$ cat src/design/mrbd_pkg.sv
// shared types for the marker run-length block decoder
// no dependencies; imported by mrbd_parser and marker_rle_block_decoder
`timescale 1ns / 1ps
`default_nettype none

package mrbd_pkg;

    typedef enum logic [3:0] {
        PH_CNT_LO   = 4'd0,
        PH_CNT_HI   = 4'd1,
        PH_PSZ_LO   = 4'd2,
        PH_PSZ_HI   = 4'd3,
        PH_USZ_LO   = 4'd4,
        PH_USZ_HI   = 4'd5,
        PH_MARKER   = 4'd6,
        PH_DATA     = 4'd7,
        PH_LEN8     = 4'd8,
        PH_LEN16_LO = 4'd9,
        PH_LEN16_HI = 4'd10,
        PH_RUNVAL   = 4'd11,
        PH_DONE     = 4'd12
    } t_phase;

    typedef struct packed {
        logic        valid;
        logic [7:0]  value;
        logic [15:0] count;
        logic        block_end;
        logic        size_error;
        logic        image_done;
    } t_result;

endpackage

`default_nettype wire

$ cat src/design/mrbd_parser.sv
// byte parser: block header fields, marker runs and block fill accounting
// depends on mrbd_pkg
`timescale 1ns / 1ps
`default_nettype none

module mrbd_parser (
    input  wire logic            i_clk,
    input  wire logic            i_rst_n,
    input  wire logic            i_step,
    input  wire logic [7:0]      i_byte,
    output mrbd_pkg::t_result    o_result
);
    import mrbd_pkg::*;

    t_phase      r_phase, n_phase;
    logic [15:0] r_blocks_left, n_blocks_left;
    logic [15:0] r_block_size, n_block_size;
    logic [16:0] r_block_filled, n_block_filled;
    logic [7:0]  r_marker, n_marker;
    logic [15:0] r_run_length, n_run_length;
    logic [7:0]  r_low_hold, n_low_hold;

    logic        emit;
    logic [15:0] emit_count;
    logic [16:0] filled_sum;
    logic [15:0] blocks_dec;
    logic        reach;

    always_ff @(posedge i_clk) begin
        if (!i_rst_n) begin
            r_phase        <= PH_CNT_LO;
            r_blocks_left  <= '0;
            r_block_size   <= '0;
            r_block_filled <= '0;
            r_marker       <= '0;
            r_run_length   <= '0;
            r_low_hold     <= '0;
        end else if (i_step) begin
            r_phase        <= n_phase;
            r_blocks_left  <= n_blocks_left;
            r_block_size   <= n_block_size;
            r_block_filled <= n_block_filled;
            r_marker       <= n_marker;
            r_run_length   <= n_run_length;
            r_low_hold     <= n_low_hold;
        end
    end

    // a literal counts once, a run counts its length
    assign emit_count = (r_phase == PH_RUNVAL) ? r_run_length : 16'd1;
    assign filled_sum = r_block_filled + {1'b0, emit_count};
    assign reach      = (filled_sum >= {1'b0, r_block_size});
    assign blocks_dec = r_blocks_left - 16'd1;

    always_comb begin
        n_phase        = r_phase;
        n_blocks_left  = r_blocks_left;
        n_block_size   = r_block_size;
        n_block_filled = r_block_filled;
        n_marker       = r_marker;
        n_run_length   = r_run_length;
        n_low_hold     = r_low_hold;
        emit           = 1'b0;

        unique case (r_phase)
            PH_CNT_LO: begin
                n_low_hold = i_byte;
                n_phase    = PH_CNT_HI;
            end
            PH_CNT_HI: begin
                n_blocks_left = {i_byte, r_low_hold};
                n_phase       = ({i_byte, r_low_hold} == 16'd0) ? PH_DONE : PH_PSZ_LO;
            end
            PH_PSZ_LO: n_phase = PH_PSZ_HI;
            PH_PSZ_HI: n_phase = PH_USZ_LO;
            PH_USZ_LO: begin
                n_low_hold = i_byte;
                n_phase    = PH_USZ_HI;
            end
            PH_USZ_HI: begin
                n_block_size = {i_byte, r_low_hold};
                n_phase      = PH_MARKER;
            end
            PH_MARKER: begin
                n_marker       = i_byte;
                n_block_filled = '0;
                n_phase        = PH_DATA;
            end
            PH_DATA: begin
                if (i_byte == r_marker) begin
                    n_phase = PH_LEN8;
                end else begin
                    emit = 1'b1;
                end
            end
            PH_LEN8: begin
                if (i_byte == 8'd0) begin
                    n_phase = PH_LEN16_LO;
                end else begin
                    n_run_length = {8'd0, i_byte};
                    n_phase      = PH_RUNVAL;
                end
            end
            PH_LEN16_LO: begin
                n_low_hold = i_byte;
                n_phase    = PH_LEN16_HI;
            end
            PH_LEN16_HI: begin
                n_run_length = {i_byte, r_low_hold};
                n_phase      = PH_RUNVAL;
            end
            PH_RUNVAL: begin
                if (r_run_length == 16'd0) begin
                    n_phase = PH_DATA;
                end else begin
                    emit = 1'b1;
                end
            end
            default: n_phase = r_phase;
        endcase

        if (emit) begin
            n_block_filled = filled_sum;
            if (reach) begin
                n_blocks_left = blocks_dec;
                n_phase       = (blocks_dec == 16'd0) ? PH_DONE : PH_PSZ_LO;
            end else begin
                n_phase = PH_DATA;
            end
        end
    end

    always_comb begin
        o_result.valid      = i_step && emit;
        o_result.value      = i_byte;
        o_result.count      = emit_count;
        o_result.block_end  = reach;
        o_result.size_error = reach && (filled_sum != {1'b0, r_block_size});
        o_result.image_done = reach && (blocks_dec == 16'd0);
    end

`ifndef SYNTHESIS
    a_err_needs_end: assert property (@(posedge i_clk) disable iff (!i_rst_n)
        o_result.valid && o_result.size_error |-> o_result.block_end)
        else $error("size error without block end");

    a_done_parks: assert property (@(posedge i_clk) disable iff (!i_rst_n)
        o_result.valid && o_result.image_done |=> r_phase == PH_DONE)
        else $error("image done but parser not parked");

    a_emit_phase: assert property (@(posedge i_clk) disable iff (!i_rst_n)
        o_result.valid |-> (r_phase == PH_DATA || r_phase == PH_RUNVAL))
        else $error("result from a header phase");

    a_end_leaves_data: assert property (@(posedge i_clk) disable iff (!i_rst_n)
        o_result.valid && o_result.block_end && !o_result.image_done
        |=> r_phase == PH_PSZ_LO)
        else $error("block end did not return to header");
`endif

endmodule

`default_nettype wire

$ cat src/design/marker_rle_block_decoder.sv
// Marker run-length block decoder: takes the packed pixel stream one byte per
// transaction on i_in_valid/o_in_ready/i_in_byte and gives value/count pairs
// on o_out_valid/i_out_ready with block_end, size_error and image_done flags.
// Each accepted byte sits in an input register until the parser takes it,
// and any result lands in the output register that drives o_out_valid.
// One byte is taken per cycle while the receiver keeps up; the single
// output register sets that, since parsing advances only when the output
// register is empty or being emptied in the same cycle.
// When the receiver stalls with a result waiting, an empty input register
// still takes one more byte, then o_in_ready drops until the result is taken.
// Header, length and marker bytes give no result.
// Reset (i_rst_n low, synchronous) empties both registers and returns the
// parser to the block count; after the last block, bytes are taken and
// ignored until the next reset.
// depends on mrbd_pkg and mrbd_parser
`timescale 1ns / 1ps
`default_nettype none

module marker_rle_block_decoder (
    input  wire logic        i_clk,
    input  wire logic        i_rst_n,
    input  wire logic        i_in_valid,
    output logic             o_in_ready,
    input  wire logic [7:0]  i_in_byte,
    output logic             o_out_valid,
    input  wire logic        i_out_ready,
    output logic [7:0]       o_out_value,
    output logic [15:0]      o_out_count,
    output logic             o_block_end,
    output logic             o_size_error,
    output logic             o_image_done
);
    import mrbd_pkg::*;

    logic       r_in_valid;
    logic [7:0] r_in_byte;
    t_result    r_out;
    t_result    parse_res;
    logic       advance;

    // the parser moves only when the output slot can take a result
    assign advance    = r_in_valid && (!r_out.valid || i_out_ready);
    assign o_in_ready = !r_in_valid || advance;

    always_ff @(posedge i_clk) begin
        if (!i_rst_n) begin
            r_in_valid <= 1'b0;
        end else if (o_in_ready) begin
            r_in_valid <= i_in_valid;
        end
    end

    always_ff @(posedge i_clk) begin
        if (o_in_ready && i_in_valid) begin
            r_in_byte <= i_in_byte;
        end
    end

    mrbd_parser u_parser (
        .i_clk    (i_clk),
        .i_rst_n  (i_rst_n),
        .i_step   (advance),
        .i_byte   (r_in_byte),
        .o_result (parse_res)
    );

    always_ff @(posedge i_clk) begin
        if (!i_rst_n) begin
            r_out.valid <= 1'b0;
        end else if (!r_out.valid || i_out_ready) begin
            r_out.valid <= parse_res.valid;
        end
        if (parse_res.valid && (!r_out.valid || i_out_ready)) begin
            r_out.value      <= parse_res.value;
            r_out.count      <= parse_res.count;
            r_out.block_end  <= parse_res.block_end;
            r_out.size_error <= parse_res.size_error;
            r_out.image_done <= parse_res.image_done;
        end
    end

    assign o_out_valid  = r_out.valid;
    assign o_out_value  = r_out.value;
    assign o_out_count  = r_out.count;
    assign o_block_end  = r_out.block_end;
    assign o_size_error = r_out.size_error;
    assign o_image_done = r_out.image_done;

endmodule

`default_nettype wire

$ cat config.mk
export PLATFORM = sky130hd
export DESIGN_NAME = marker_rle_block_decoder
export DESIGN_NICKNAME = d
export VERILOG_FILES = /design/src/design/mrbd_pkg.sv /design/src/design/mrbd_parser.sv /design/src/design/marker_rle_block_decoder.sv
export SDC_FILE = /design/constraint.sdc
export NUM_CORES = 1
export LEC_CHECK = 0
export ABC_CLOCK_PERIOD_IN_PS = 5500
export CORE_ASPECT_RATIO = 1.1
export CORE_MARGIN = 2
export CORE_UTILIZATION = 35
export CTS_BUF_LIST = sky130_fd_sc_hd__clkbuf_4
export CTS_CLUSTER_DIAMETER = 120
export DETAILED_ROUTE_END_ITERATION = 16
export DONT_BUFFER_PORTS = 1
export PLACE_DENSITY_LB_ADDON = 0.12
export SYNTH_ARGS = -nofsm -noshare
export SYNTH_HDL_FRONTEND = slang
export SYNTH_SLANG_ARGS = --single-unit
$ cat constraint.sdc
create_clock -name i_clk -period 5.5 [get_ports i_clk]
set_input_delay 0.275 -clock i_clk [delete_from_list [all_inputs] [get_ports i_clk]]
set_output_delay 0.275 -clock i_clk [all_outputs]
set_load 0.02 [all_outputs]
==> flow_summary.yaml <==
status:
  result_of_the_run: "finished, final reports clean"
route:
  vias_after_detailed_routing: 5247
  drc: 0
  route.detailed.vias_per_inst: 5.43
  first_iter_violations: 386
  postRouteWirelength_um: 17500
  detailedRoute.firstPassIterationCount: 6
  ant_nets: 0
  drt-wirelength-per-cell_um: 18.2
cells_and_area:
  drive_above_1_share_pct: 9.22
  synth_to_layout_area_growth_pct: 10.6
  final_core_utilization_pct: 39.8
  final_nets: 761
  layoutNonFillerInstCount: 966
synth:
  synth_enable_flop_cells: 35
  synth.lib_cells_used.distinct: 62
  syn_nets: 756
  synth_flop_cell: "dfxtp_1"
  avgSynthCellArea_um2: 9.06
  synth-seq-area-share_pct: 43.5
  synth_warnings: 0
  synth.cell_area_um2: 6420
  synth.ff_latch_count: 122
  synthCells: 709
  postSynth.asyncResetShare_pct: 0
clocking:
  clkTransAtPathRegs_ps: 120
  worstSkewPairLatency_ps: 570
  root_buffer: "clkbuf_4"
  cts_setup_buffers: 0
  clock_sinks: 122
  tritoncts.num_buffers: 17
  cts-htree-levels: 4
  clock_tree_from_tritoncts: "yes"
  cts-root-to-sink-buffers: 2
worst_hold_path:
  hold_path.class: "in -> reg"
floorplan:
  initial_utilization_pct: 36.0
  io-pin-count: 41
  die_area_um2: 19500
  die_height_um: 146
  placeableCoreArea_um2: 17900
  floorplan.die.width_um: 133
  core.rowCount: 51
critical_path:
  cp_data_arrival_time_ps: 5660
  timing.critical_path.required_ps: 6000
  critical_path_class: "reg -> reg"
  cp_max_fo: 14
  sort_of_element_at_the_end_of_the_critical_path: "flop"
  start_kind: "flop"
run:
  cap_violations: 0
power_and_ir_drop:
  p_leak_nw: 2.80
  cellPowerDensity_nw_per_um2: 247
  vdd.ir_drop.worst_v: 0.000165
timing:
  finalSetupViolations: 0
  achievable-frequency_mhz: 194
  min_period_ps: 5170
  finalMaxSlewViolations: 0
  hold_slack_ps: 64.8
  hold_viol: 0
  worst_slew_pin_slew_ps: 1060
  clock_skew_ps: 27.7
  max-slew-margin-rel_pct: 29.1
  fin_setup_tns_ps: 0
  final_min_period_over_clock_period_pct: 93.9
  rsz_0062_raised_after_global_routing: "false"
place:
  dpl.hpwl_um: 12400
  io_buffers: 0
  place.gp.congestion: 0.833
  dp_cells: 921
global_routing:
  global_route.overflow_total: 0
  largest_net_degree_at_the_start_of_global_routing: 76
  grt_first_pass_wirelength_um: 28000
  grt_pass1_vias: 5116
  grt_util_all_layers_pct: 18.6
  number_of_antenna_violations_at_the_first_check_in_global_routing: 1
power by group:
group | internal [W] | switching [W] | total, W
clock | 0.000287 | 0.000388 | 0.000675
combinational | 0.0000446 | 0.0000610 | 0.000106
sequential | 0.000936 | 0.0000341 | 0.000970
cells by family after synthesis:
kind of cell    count (synthesis)  synth area share (%)
compound gates                172                  17.0
xor+xnor                       25                  3.41
mux                            41                  6.41
fa+ha+maj                      35                  6.93
flops                         122                  43.5
simple gates                  242                  18.5
buf+inv                        72                  4.26
Yosys cell counts (4+ instances only):
| cell | count | share of area, % |
|---|---|---|
| a211o_1 | 8 | 1.1 |
| or3_1 | 8 | 0.78 |
| clkbuf_1 | 35 | 2.0 |
| ha_1 | 34 | 6.6 |
| nand2_1 | 47 | 2.7 |
| and2_1 | 22 | 2.1 |
| nand3_1 | 20 | 1.6 |
| nor2_1 | 83 | 4.8 |
| a21o_1 | 9 | 1.1 |
| nand4_1 | 12 | 1.2 |
| a31oi_1 | 4 | 0.39 |
| a211oi_1 | 14 | 1.6 |
| xor2_1 | 6 | 0.82 |
| o21ai_0 | 41 | 3.2 |
| a22oi_1 | 8 | 0.93 |
| inv_1 | 33 | 1.9 |
| xnor2_1 | 19 | 2.6 |
| o31ai_1 | 4 | 0.47 |
| o21a_1 | 8 | 0.93 |
| edfxtp_1 | 35 | 16 |
| dfxtp_1 | 87 | 27 |
| nor4_1 | 11 | 1.1 |
| a31o_2 | 4 | 0.55 |
| and3_1 | 4 | 0.39 |
| nor3_1 | 12 | 0.93 |
| mux2i_1 | 40 | 6.2 |
| a21oi_1 | 49 | 3.8 |
path summary, 6_finish.rpt:
kind | start | endpoint | slack [ps] | cells past startpoint
max | u_parser.r_phase[1] | u_parser.r_blocks_left[12] | 330 | 19
min | i_rst_n | u_parser.r_blocks_left[15] | 60 | 3
max reg2reg | u_parser.r_phase[1] | u_parser.r_blocks_left[12] | 330 | 19
min reg2reg | u_parser.r_block_filled[0] | u_parser.r_block_filled[0] | 480 | 2
cell type report:
type / count / area, um^2
Sequential cell: 122 / 2800
Timing Repair Buffer: 25 / 218
Multi-Input combinational cell: 515 / 3370
Clock buffer: 18 / 135
Antenna cell: 1 / 2.50
Inverter: 33 / 124
Tap cell: 238 / 298
Clock inverter: 14 / 161
Fill cell: 1851 / 10800
through the flow:
step                power [W]  area, um^2  setup WS (ps)
finish                0.00175        7100            333
global route          0.00183        7100           5.27
CTS                   0.00178        7090            222
detailed placement    0.00109        6680            270
global placement      0.00109        6680            354
floorplan             0.00105        6420            880
sequential cells by signal (all words and copies together) (netlist names):
register                 flops
u_parser.r_marker            8
o_size_error                 1
u_parser.r_low_hold          8
o_block_end                  1
r_in_valid                   1
r_in_byte                    8
u_parser.r_block_filled     17
o_out_count                 16
o_image_done                 1
u_parser.r_run_length       16
o_out_valid                  1
u_parser.r_block_size       16
u_parser.r_blocks_left      16
o_out_value                  8
u_parser.r_phase             4
layout by cell type (no fill, tap or decap), drive strengths merged, types with 6 or more instances in the layout:
cell,count
nand3,20
mux2i,40
xnor2,19
edfxtp,35
clkbuf,18
nor2,84
nor4,11
a21o,9
o21a,8
dfxtp,87
and2,22
inv,41
nand4,12
ha,34
buf,13
xor2,6
a211oi,14
nor3,12
nand2,47
dlygate4sd3,12
a22oi,8
or3,10
a211o,10
o21ai,43
a21oi,50
metal layers:
metal | up-vias | track usage [%] | part of all wire, %
met3 | 29 | 3.75 | 4.4
met2 | 140 | 30.5 | 47
met1 | 2509 | 24.1 | 46
li1 | 2569 | - | -
met5 | - | 0 | 0
met4 | 0 | 7.39 | 2.5
repair_timing:
| item | CTS | global route |
|---|---|---|
| endpoints found under the hold margin | 23 | 0 |
| hold buffers | 12 | 0 |
| gates resized for setup | 0 | 3 |
| setup endpoints to repair | 0 | 10 |
critical path, stage by stage (launching register included):
cell and delay [ps]:
dfxtp_2 440, nand2b_1 150, or3_1 400, ha_1 240, fa_1 430, a211oi_1 290, o21ai_0 230, nand3_1 180
and2_1 170, o21ai_0 110, xor2_1 170, ha_1 340, nand4_1 140, nor4_2 400, o21ai_0 150, nand4_1 190
o31ai_1 130, a31o_2 410, or3_1 390, a21oi_1 140
No activity file was read; power rests on OpenSTA's default activity.
